`config.mk`:
```
export PLATFORM = sky130hd
export DESIGN_NAME = crc32_byte_updater_flat
export DESIGN_NICKNAME = d
export VERILOG_FILES = /design/src/sv/crcu_pkg.sv /design/src/sv/crcu_req_if.sv /design/src/sv/crcu_rsp_if.sv /design/src/sv/crcu_csr_if.sv /design/src/sv/crcu_update.sv /design/src/sv/crc32_byte_updater.sv /design/src/flat_wrapper.sv
export SDC_FILE = /design/constraint.sdc
export NUM_CORES = 1
export LEC_CHECK = 0
export BUFFER_PORTS_ARGS = -buffer_cell sky130_fd_sc_hd__buf_2
export CORE_MARGIN = 1.5
export CORE_UTILIZATION = 55
export CTS_CLUSTER_SIZE = 28
export DETAILED_ROUTE_END_ITERATION = 16
export GPL_ROUTABILITY_DRIVEN = 0
export PLACE_DENSITY_LB_ADDON = 0.1
export SYNTH_ARGS = -nofsm -noshare
export SYNTH_HDL_FRONTEND = slang
export SYNTH_HIERARCHICAL = 1
export SYNTH_SLANG_ARGS = --single-unit
```
`constraint.sdc`:
```
create_clock -name clock -period 9.2 [get_ports clock]
set_input_delay 1.84 -clock clock [delete_from_list [all_inputs] [get_ports clock]]
set_output_delay 1.84 -clock clock [all_outputs]
set_load 0.005 [all_outputs]
```
`src/sv/crcu_pkg.sv`:
```
// Shared types, constants and CRC-32 helper functions for the CRC-32 byte updater.
// No dependencies; crcu_req_if, crcu_update and crc32_byte_updater refer to this package by scoped names.
package crcu_pkg;

   localparam logic [31:0] CRC_POLY    = 32'hEDB8_8320;
   localparam logic [31:0] CRC_XOROUT  = 32'hFFFF_FFFF;
   localparam logic [31:0] INIT_RESET  = 32'hFFFF_FFFF;
   localparam logic [31:0] CRC_RESET   = 32'hFFFF_FFFF;
   localparam logic [2:0]  MAX_BYTES   = 3'd4;

   typedef enum logic {
      ACTION_RESTART = 1'b0,
      ACTION_FEED    = 1'b1
   } action_type;

   typedef struct packed {
      action_type  action;
      logic [31:0] data_word;
      logic [2:0]  byte_count;
      logic        reverse_bits;
   } req_payload_type;

   typedef struct packed {
      logic [31:0] crc_final;
      logic [31:0] crc_reflected;
   } rsp_payload_type;

   function automatic logic [7:0] rev8(input logic [7:0] b);
      logic [7:0] r;
      for (int i = 0; i < 8; i++) begin
         r[7-i] = b[i];
      end
      return r;
   endfunction

   function automatic logic [31:0] rev32(input logic [31:0] v);
      logic [31:0] r;
      for (int i = 0; i < 32; i++) begin
         r[31-i] = v[i];
      end
      return r;
   endfunction

   // one reflected table step: T[(reg ^ b) & 0xff] ^ (reg >> 8)
   function automatic logic [31:0] crc_byte(input logic [31:0] crc, input logic [7:0] b);
      logic [31:0] c;
      c = {24'd0, crc[7:0] ^ b};
      for (int k = 0; k < 8; k++) begin
         c = c[0] ? (CRC_POLY ^ (c >> 1)) : (c >> 1);
      end
      return c ^ (crc >> 8);
   endfunction

endpackage

```
`src/sv/crcu_req_if.sv`:
```
// Request channel interface: valid/ready handshake plus the input item fields.
// Depends on crcu_pkg for the action type.
interface crcu_req_if;
   logic                valid;
   logic                ready;
   crcu_pkg::action_type action;
   logic [31:0]         data_word;
   logic [2:0]          byte_count;
   logic                reverse_bits;

   modport source (output valid, action, data_word, byte_count, reverse_bits, input ready);
   modport sink   (input valid, action, data_word, byte_count, reverse_bits, output ready);
endinterface

```
`src/sv/crcu_rsp_if.sv`:
```
// Response channel interface: valid/ready handshake plus the result item fields.
// No package dependencies.
interface crcu_rsp_if;
   logic        valid;
   logic        ready;
   logic [31:0] crc_final;
   logic [31:0] crc_reflected;

   modport source (output valid, crc_final, crc_reflected, input ready);
   modport sink   (input valid, crc_final, crc_reflected, output ready);
endinterface

```
`src/sv/crcu_csr_if.sv`:
```
// Configuration write channel interface: valid/ready and the init value write data.
// No package dependencies.
interface crcu_csr_if;
   logic        valid;
   logic        ready;
   logic [31:0] wdata;

   modport source (output valid, wdata, input ready);
   modport sink   (input valid, wdata, output ready);
endinterface

```
`src/sv/crcu_update.sv`:
```
// Combinational CRC-32 update for one item: restart or up to four unrolled byte steps,
// plus the final-XOR and bit-reversed result forms. Depends on crcu_pkg.
module crcu_update (
   input  logic [31:0]               crc_cur,
   input  logic [31:0]               init_value,
   input  crcu_pkg::req_payload_type item,
   output logic [31:0]               crc_next,
   output crcu_pkg::rsp_payload_type result
);

   logic [2:0]  count;
   logic [31:0] crc;
   logic [7:0]  b;

   always_comb begin
      count = (item.byte_count > crcu_pkg::MAX_BYTES) ? crcu_pkg::MAX_BYTES : item.byte_count;
      crc   = crc_cur;
      b     = 8'd0;
      case (item.action)
         crcu_pkg::ACTION_RESTART: begin
            crc = init_value;
         end
         crcu_pkg::ACTION_FEED: begin
            // most significant valid byte goes first
            for (int i = 3; i >= 0; i--) begin
               b = item.data_word[8*i +: 8];
               if (item.reverse_bits) begin
                  b = crcu_pkg::rev8(b);
               end
               if (3'(i) < count) begin
                  crc = crcu_pkg::crc_byte(crc, b);
               end
            end
         end
         default: begin
            crc = crc_cur;
         end
      endcase
      crc_next             = crc;
      result.crc_final     = crc ^ crcu_pkg::CRC_XOROUT;
      result.crc_reflected = crcu_pkg::rev32(crc);
   end

endmodule

```
`src/sv/crc32_byte_updater.sv`:
```
// CRC-32 byte updater top level: input register, CRC state and result register.
// A request passes the input reg, then the result reg, before its response is accepted.
// Throughput: one item per cycle while rsp_ch is not stalled; up to four byte steps in one pass.
// Reset: synchronous, active high; CRC register and init value return to all ones,
// both stages empty. Config writes are always accepted.
// Depends on crcu_pkg, crcu_req_if, crcu_rsp_if, crcu_csr_if and crcu_update.
module crc32_byte_updater (
   input logic         clock,
   input logic         reset,
   crcu_req_if.sink    req_ch,
   crcu_rsp_if.source  rsp_ch,
   crcu_csr_if.sink    csr_ch
);

   logic                      in_valid_ff, in_valid_in;
   crcu_pkg::req_payload_type in_ff, in_in;
   logic                      rsp_valid_ff, rsp_valid_in;
   crcu_pkg::rsp_payload_type rsp_ff, rsp_in;
   logic [31:0]               crc_ff, crc_in;
   logic [31:0]               init_ff, init_in;
   logic [31:0]               crc_next;
   crcu_pkg::rsp_payload_type result;
   logic                      advance;
   logic                      req_take;

   crcu_update u_update (
      .crc_cur    (crc_ff),
      .init_value (init_ff),
      .item       (in_ff),
      .crc_next   (crc_next),
      .result     (result)
   );

   assign advance      = in_valid_ff && (!rsp_valid_ff || rsp_ch.ready);
   assign req_ch.ready = !in_valid_ff || advance;
   assign req_take     = req_ch.valid && req_ch.ready;
   assign csr_ch.ready = 1'b1;

   assign rsp_ch.valid         = rsp_valid_ff;
   assign rsp_ch.crc_final     = rsp_ff.crc_final;
   assign rsp_ch.crc_reflected = rsp_ff.crc_reflected;

   always_comb begin
      in_valid_in  = in_valid_ff;
      in_in        = in_ff;
      rsp_valid_in = rsp_valid_ff;
      rsp_in       = rsp_ff;
      crc_in       = crc_ff;
      init_in      = init_ff;
      if (rsp_ch.ready) begin
         rsp_valid_in = 1'b0;
      end
      if (advance) begin
         in_valid_in  = 1'b0;
         rsp_valid_in = 1'b1;
         rsp_in       = result;
         crc_in       = crc_next;
      end
      if (req_take) begin
         in_valid_in        = 1'b1;
         in_in.action       = req_ch.action;
         in_in.data_word    = req_ch.data_word;
         in_in.byte_count   = req_ch.byte_count;
         in_in.reverse_bits = req_ch.reverse_bits;
      end
      if (csr_ch.valid) begin
         init_in = csr_ch.wdata;
      end
   end

   always_ff @(posedge clock) begin
      in_ff  <= in_in;
      rsp_ff <= rsp_in;
      if (reset) begin
         in_valid_ff  <= 1'b0;
         rsp_valid_ff <= 1'b0;
         crc_ff       <= crcu_pkg::CRC_RESET;
         init_ff      <= crcu_pkg::INIT_RESET;
      end else begin
         in_valid_ff  <= in_valid_in;
         rsp_valid_ff <= rsp_valid_in;
         crc_ff       <= crc_in;
         init_ff      <= init_in;
      end
   end

   // while valid, the result register mirrors the latest CRC state
   a_rsp_matches_state: assert property (@(posedge clock) disable iff (reset)
      rsp_valid_ff |-> (rsp_ff.crc_final == (crc_ff ^ crcu_pkg::CRC_XOROUT)))
      else $error("result register out of step with CRC state");

   a_advance_fills_rsp: assert property (@(posedge clock) disable iff (reset)
      advance |=> rsp_valid_ff)
      else $error("advanced item did not reach result register");

   a_stalled_item_kept: assert property (@(posedge clock) disable iff (reset)
      (in_valid_ff && !advance) |=> (in_valid_ff && $stable(in_ff)))
      else $error("stalled input item lost or changed");

   a_no_state_change_idle: assert property (@(posedge clock) disable iff (reset)
      !advance |=> $stable(crc_ff))
      else $error("CRC state changed without an item");

endmodule
```
`src/flat_wrapper.sv`:
```
// flat-port wrapper written by rule: the top's interface ports become plain ports
module crc32_byte_updater_flat 
  (clock, reset, req_ch_valid, req_ch_action, req_ch_data_word, req_ch_byte_count, req_ch_reverse_bits, req_ch_ready, rsp_ch_valid, rsp_ch_crc_final, rsp_ch_crc_reflected, rsp_ch_ready, csr_ch_valid, csr_ch_wdata, csr_ch_ready);
  crcu_req_if req_ch_i ();
  crcu_rsp_if rsp_ch_i ();
  crcu_csr_if csr_ch_i ();
  input logic clock;
  input logic reset;
  input wire logic [$bits(req_ch_i.valid)-1:0] req_ch_valid;
  input wire logic [$bits(req_ch_i.action)-1:0] req_ch_action;
  input wire logic [$bits(req_ch_i.data_word)-1:0] req_ch_data_word;
  input wire logic [$bits(req_ch_i.byte_count)-1:0] req_ch_byte_count;
  input wire logic [$bits(req_ch_i.reverse_bits)-1:0] req_ch_reverse_bits;
  output wire logic [$bits(req_ch_i.ready)-1:0] req_ch_ready;
  output wire logic [$bits(rsp_ch_i.valid)-1:0] rsp_ch_valid;
  output wire logic [$bits(rsp_ch_i.crc_final)-1:0] rsp_ch_crc_final;
  output wire logic [$bits(rsp_ch_i.crc_reflected)-1:0] rsp_ch_crc_reflected;
  input wire logic [$bits(rsp_ch_i.ready)-1:0] rsp_ch_ready;
  input wire logic [$bits(csr_ch_i.valid)-1:0] csr_ch_valid;
  input wire logic [$bits(csr_ch_i.wdata)-1:0] csr_ch_wdata;
  output wire logic [$bits(csr_ch_i.ready)-1:0] csr_ch_ready;
  assign req_ch_i.valid = req_ch_valid;
  assign req_ch_i.action = req_ch_action;
  assign req_ch_i.data_word = req_ch_data_word;
  assign req_ch_i.byte_count = req_ch_byte_count;
  assign req_ch_i.reverse_bits = req_ch_reverse_bits;
  assign req_ch_ready = req_ch_i.ready;
  assign rsp_ch_valid = rsp_ch_i.valid;
  assign rsp_ch_crc_final = rsp_ch_i.crc_final;
  assign rsp_ch_crc_reflected = rsp_ch_i.crc_reflected;
  assign rsp_ch_i.ready = rsp_ch_ready;
  assign csr_ch_i.valid = csr_ch_valid;
  assign csr_ch_i.wdata = csr_ch_wdata;
  assign csr_ch_ready = csr_ch_i.ready;
  crc32_byte_updater u_core (.clock(clock), .reset(reset), .req_ch(req_ch_i), .rsp_ch(rsp_ch_i), .csr_ch(csr_ch_i));
endmodule
```
# Yosys cells after proc, flatten, opt, wreduce, memory -nomap -nowiden
# Index checks and enable logic that the tools add are counted.
[op_classes]
n_lt_le_gt_ge = 5
mux = 53
bitwise_logic = 42
reduce_logical = 8
[op_table]
columns = ["cell", "count"]
rows = [
  ["32-bit 2-to-1 mux", 39],
  ["13-bit inverter with 14-bit output", 28],
  ["32-bit by 24-bit bitwise XOR with 32-bit output", 4],
  ["8-bit 2-to-1 mux", 8],
  ["32-bit one-hot mux with 2 select lines", 1],
  ["1-bit inverter with 14-bit output", 4],
  ["32-bit inverter", 1],
  ["8-bit bitwise XOR", 4],
  ["1-bit by 3-bit less-than comparator with 1-bit output (first input constant)", 2],
  ["2-bit by 3-bit less-than comparator with 1-bit output (first input constant)", 2],
  ["1-bit 2-to-1 mux", 4],
  ["2-bit nonzero test", 2],
  ["3-bit > comparator (second input constant)", 1],
  ["3-bit 2-to-1 mux", 1],
  ["1-bit logical AND", 2],
  ["1-bit logical NOT", 2],
  ["1-bit logical OR", 2],
  ["1-bit inverter", 1],
]
[totals]
regBits = 167
in_bits = 74
out_inout_bits = 67

# Logic depth before layout (Yosys ltp)
[depth]
word_depth = 83
ltp_mapped = 21
depth_no_buf = 18

# Cells and area by module
# Netlist, hierarchy kept.
[modules_own_cells]
columns = ["module", "n_inst", "cells_each", "area_per_inst_um2"]
rows = [
  ["crcu_update", 1, 841, 6608.8],
  ["crc32_byte_updater", 1, 363, 5554.1],
]

# Worst setup path after synthesis
# OpenSTA, ideal clock, no wires.
[synth_timing]
kind = "register -> register"
start = "register u_core/in_ff[0] in the netlist's numbering"
end = "register u_core.rsp_ff (netlist bit u_core/rsp_ch.crc_reflected[10]), data pin"
arrival_time_ns = 6.025
required_ns = 8.949
path_slack_ns = 2.924
path_stages_with_launch = 19
cell_sequence = "edfxtp_1 -> buf_6 -> mux2i_2 -> xnor2_4 -> xnor3_2 -> a211o_1 -> nand2_4 -> mux4_2 -> nor4_4 -> xnor3_2 -> xor2_2 -> mux2_1 -> or4_1 -> buf_6 -> xnor2_4 -> xnor3_1 -> or2_1 -> a31o_1 -> buf_4"
[synth_via]
elab_chain_len = 57
[synth_rtl]
columns = ["element", "line", "rtl"]
rows = [
  ["from (decl)", "crc32_byte_updater.sv:16", "crcu_pkg::req_payload_type in_ff, in_in;"],
  ["from (signal assigned)", "crc32_byte_updater.sv:72", "in_ff <= in_in;"],
  ["8-bit 2-to-1 mux", "crcu_update.sv:27", "if (item.reverse_bits) begin"],
  ["8-bit 2-to-1 mux", "crcu_update.sv:19", "case (item.action)"],
  ["8-bit bitwise XOR", "crcu_pkg.sv:47", "c = {24'd0, crc[7:0] ^ b};"],
  ["32-bit 2-to-1 mux", "crcu_pkg.sv:49", "c = c[0] ? (CRC_POLY ^ (c >> 1)) : (c >> 1);"],
  ["13-bit inverter with 14-bit output (no line) / 32-bit 2-to-1 mux (equally long branches)", "-", ""],
  ["32-bit 2-to-1 mux", "crcu_pkg.sv:49", ""],
  ["32-bit 2-to-1 mux / 13-bit inverter with 14-bit output (equally long branches)", "-", ""],
  ["32-bit 2-to-1 mux", "crcu_pkg.sv:49", ""],
  ["[... 41 more ...]", "-", ""],
  ["13-bit inverter with 14-bit output (no line)", "-", ""],
  ["32-bit 2-to-1 mux (2 in series)", "crcu_pkg.sv:49", ""],
  ["13-bit inverter with 14-bit output (no line)", "-", ""],
  ["32-bit 2-to-1 mux", "crcu_pkg.sv:49", ""],
  ["32-bit by 24-bit bitwise XOR with 32-bit output", "crcu_pkg.sv:51", "return c ^ (crc >> 8);"],
  ["32-bit 2-to-1 mux *", "crcu_update.sv:30", "if (3'(i) < count) begin"],
  ["32-bit one-hot mux with 2 select lines *", "crcu_update.sv:19", ""],
  ["named net u_core.crc_next[21]", "crc32_byte_updater.sv:21", "logic [31:0] crc_next;"],
  ["to (signal assigned)", "crc32_byte_updater.sv:73", "rsp_ff <= rsp_in;"],
  ["to (decl)", "crc32_byte_updater.sv:18", "crcu_pkg::rsp_payload_type rsp_ff, rsp_in;"],
]
# The timed path passes the listed nets; every way through them passes the cells marked *. The select of a mux whose other input is x is not followed.
# A chain may end at the register's enable or synchronous reset.

# Worst setup path in the final report
[layout_timing]
start = "register u_core/in_ff[0] in the netlist's numbering"
end = "register u_core.crc_ff[20]"
[layout_via]
elab_chain_len = 57
[layout_rtl]
columns = ["element", "line", "rtl"]
rows = [
  ["8-bit 2-to-1 mux", "crcu_update.sv:27", ""],
  ["8-bit 2-to-1 mux", "crcu_update.sv:19", ""],
  ["8-bit bitwise XOR", "crcu_pkg.sv:47", ""],
  ["32-bit 2-to-1 mux", "crcu_pkg.sv:49", ""],
  ["32-bit 2-to-1 mux / 13-bit inverter with 14-bit output (equally long branches) (3 in series)", "-", ""],
  ["32-bit 2-to-1 mux", "crcu_pkg.sv:49", ""],
  ["32-bit 2-to-1 mux / 13-bit inverter with 14-bit output (equally long branches) (3 in series)", "-", ""],
  ["32-bit by 24-bit bitwise XOR with 32-bit output / 32-bit 2-to-1 mux (equally long branches)", "crcu_pkg.sv:51, crcu_pkg.sv:49", ""],
  ["[... 38 more ...]", "-", ""],
  ["13-bit inverter with 14-bit output (no line) / 32-bit 2-to-1 mux (equally long branches)", "-", ""],
  ["32-bit 2-to-1 mux", "crcu_pkg.sv:49", ""],
  ["13-bit inverter with 14-bit output (no line)", "-", ""],
  ["32-bit 2-to-1 mux", "crcu_pkg.sv:49", ""],
  ["32-bit by 24-bit bitwise XOR with 32-bit output", "crcu_pkg.sv:51", ""],
  ["32-bit 2-to-1 mux *", "crcu_update.sv:30", ""],
  ["32-bit one-hot mux with 2 select lines *", "crcu_update.sv:19", ""],
  ["named net u_core.crc_next[20]", "crc32_byte_updater.sv:21", ""],
  ["to (signal assigned)", "crc32_byte_updater.sv:77", "crc_ff <= crcu_pkg::CRC_RESET;"],
  ["to (signal assigned)", "crc32_byte_updater.sv:82", "crc_ff <= crc_in;"],
  ["to (decl)", "crc32_byte_updater.sv:19", "logic [31:0] crc_ff, crc_in;"],
]
# Marked as above.

==> flow_summary.toml <==
[global_route]
grt-ovfl-total = 0
antenna_found_initial = 0
grtUsageTotal_pct = 29.71
grt_pass1_wl_um = 49870
grt_pass1_vias = 8379
grt_max_degree = 77

[synthesis]
ys_types = 84
yosys.area.top_type = "edfxtp_1"
ys_seq_area_share_pct = 35.80
synth_top_cell_area_share_pct = 24.94
mappedNetlistNets = 1278
netlist_instances = 1204
synth-main-ff-cell = "edfxtp_1"
yosys-top-cells-count = "xnor2_1 (147), edfxtp_1 (101), nor2_1 (90)"
synth-async-reset-ratio_pct = 0
syn-cell-area_um2 = 12160
syn_avg_cell_area_um2 = 10.10
synthTopCellsByArea = "edfxtp_1 (25%), dfxtp_1 (11%), xnor2_1 (11%)"
synth.most_common_cell = "xnor2_1"
ys_ff_latch = 167
yosysWarnings = 6
synth_edf_count = 101

[clocking]
cts_sinks = 167
clkLatencyLatePin_ns = 0.44
hold_buffers = 0
clkTransAtPathRegs_ns = 0.07
clk_path_buf_depth = 2
cts_setup_buffers = 0
cts-root-buf = "clkbuf_16"
cts.htree.levels = 4
cts_buffers = 17
ctsResizeCount = 0
cts_tree = "done"

[critical_path]
worstReg2RegEnd = "u_core/crc_ff[20]"
cp-startpoint = "u_core/in_ff[0]"
crit_slowest_cell = "a2111oi_2"
worstPathArrival_ns = 7.77
cp-start-kind = "flop"
rrSetupSlack_ns = 1.72
endpoint_kind = "flop"
path_cells = "buf_4, mux2i_1, xnor3_1, and3b_1, a2111oi_1, nand2_1, xnor2_2, mux2i_1, a2111oi_2, nor3b_1, o41ai_1, nand4_1, xnor2_2, xor3_1, xnor2_1, nor2_1, o32a_1, a31oi_1, o21ai_1"
required_ns = 9.49
slowest_delay_ns = 0.94
rr_worst_depth = 19
rr_startpoint = "u_core/in_ff[0]"
critPathKind = "flop to flop"
crit_path_max_fanout = 32

[detailed_routing]
vias = 9296
drc = 0
vias_per_cell = 5.951
wl_um = 33820
drtIter0Drc = 894
antenna_left = 0
wl_per_cell_um = 21.65
drt-pass1-iter-count = 6

[hold_path]
hold_end = "u_core/crc_ff[13]"
holdCritPathClass = "flop to flop"
hold_depth = 2
min_from = "u_core/crc_ff[13]"

[die]
io_pins = 141
start_util_pct = 55.91
die_y_um = 151.7
die_area_um2 = 23020
core_um2 = 21760
fp.dieW_um = 151.7
fp-row-count = 54

[timing]
setup_viol = 0
period_needed_ns = 7.480
timing.fmax_ghz = 0.1337
slew_headroom_pct = 25.23
worstMarginPinSlew_ns = 1.122
skew_ns = 0.01665
whs_ns = 0.5549
rsz0062_at_grt = "false"
setup-tns-final_ns = 0
fin_crit_sh_pct = 81.30
hold_viol = 0
slew_violations = 0

[final_layout]
drive_gt1_share_pct = 18.25
finalCoreUtilization_pct = 61.14
nets = 1343
area_growth_pct = 9.361
antennaDiodeCount = 0

[place]
hpwlAfterDp_um = 24750
io_buffers = 139

[outcome]
status = "finished clean"

[job]
maxCapViolCount = 0
==> final cells by class <==
cell class              count  area (um^2)
flip-flops and latches    167         4354
clock inverters            15        180.2
inverters                  40        150.1
well taps                 280        350.3
multi-input cells         892         7056
fillers                  1883         8454
clock buffers              17        425.4
repair buffers            151        785.8
==> state kept, by name, summed over array words and instances (netlist names) <==
name	flops
u_core/crc_ff	32
u_core/in_ff	37
u_core/in_valid_ff	1
u_core/init_ff	32
u_core/rsp_ch.crc_final	32
u_core/rsp_ch.crc_reflected	32
u_core/rsp_ch.valid	1
==> cell usage in the layout, fill, tap and decap left out, types with 39 or more instances in the layout <==
cell      synthesis  layout
dfxtp_1          66      66
mux2i_1          71      71
a21oi_1          59      58
xnor2_1         147     147
nand2_1          56      56
buf_2            11     139
inv_1            39      39
edfxtp_1        101     101
nor2_1           90      89
xor2_1           67      67
o21ai_0          41      41
==> logic make-up (layout without fill, tap and decap cells) <==
logic type	count (synthesis)	count (layout)	synth area share, %
compound gates	272	272	14.72
simple gates	269	269	11.16
xor+xnor	265	265	24.70
flops	167	167	35.80
buf+inv	145	223	6.316
mux	85	85	7.273
other cells	1	1	0.03083
==> worst max-delay path by stage <==
stage	slack, ns	cells after the start	to
after floorplan	2.92	18	u_core/rsp_ch.crc_reflected[10]
after global placement	2.02	19	u_core/crc_ff[5]
after detailed placement	1.90	18	u_core/crc_ff[19]
after CTS	1.90	18	u_core/crc_ff[16]
after global routing	1.27	18	u_core/crc_ff[16]
final	1.72	19	u_core/crc_ff[20]
==> metal layers <==
| metal | wire, um | vias to the layer above | track usage, % | part of all wire, % |
|---|---|---|---|---|
| li1 | - | 4352 | - | - |
| met3 | 2741 | 65 | 5.479 | 8.1 |
| met5 | 0 | - | 0 | 0 |
| met1 | 14350 | 4440 | 40.97 | 42 |
| met2 | 15620 | 439 | 46.40 | 46 |
| met4 | 1107 | 0 | 11.30 | 3.3 |
==> critical path, delay by kind of cell (launching register included) <==
kind                   cells  cell delay, ns
AO/OA/AOI/OAI              6            2.60
AND/OR/NAND/NOR            5            1.27
flip-flops                 1            0.46
XOR/XNOR                   5            1.94
multiplexers               2            0.58
buffers and inverters      1            0.48
==> stage by stage <==
stage                     setup slack (ns)  instance area (um^2)  std cells
final                                1.720                 13300       1562
after global routing                 1.268                 13300       1562
after CTS                            1.899                 13300       1562
after detailed placement             1.901                 12700       1530
after global placement               2.021                 12700       1530
after floorplan                      2.924                 12160       1204
Power is left out: the tool's default activity adds up to more than one toggle a clock period on the data nets, which glitch-free logic cannot reach.
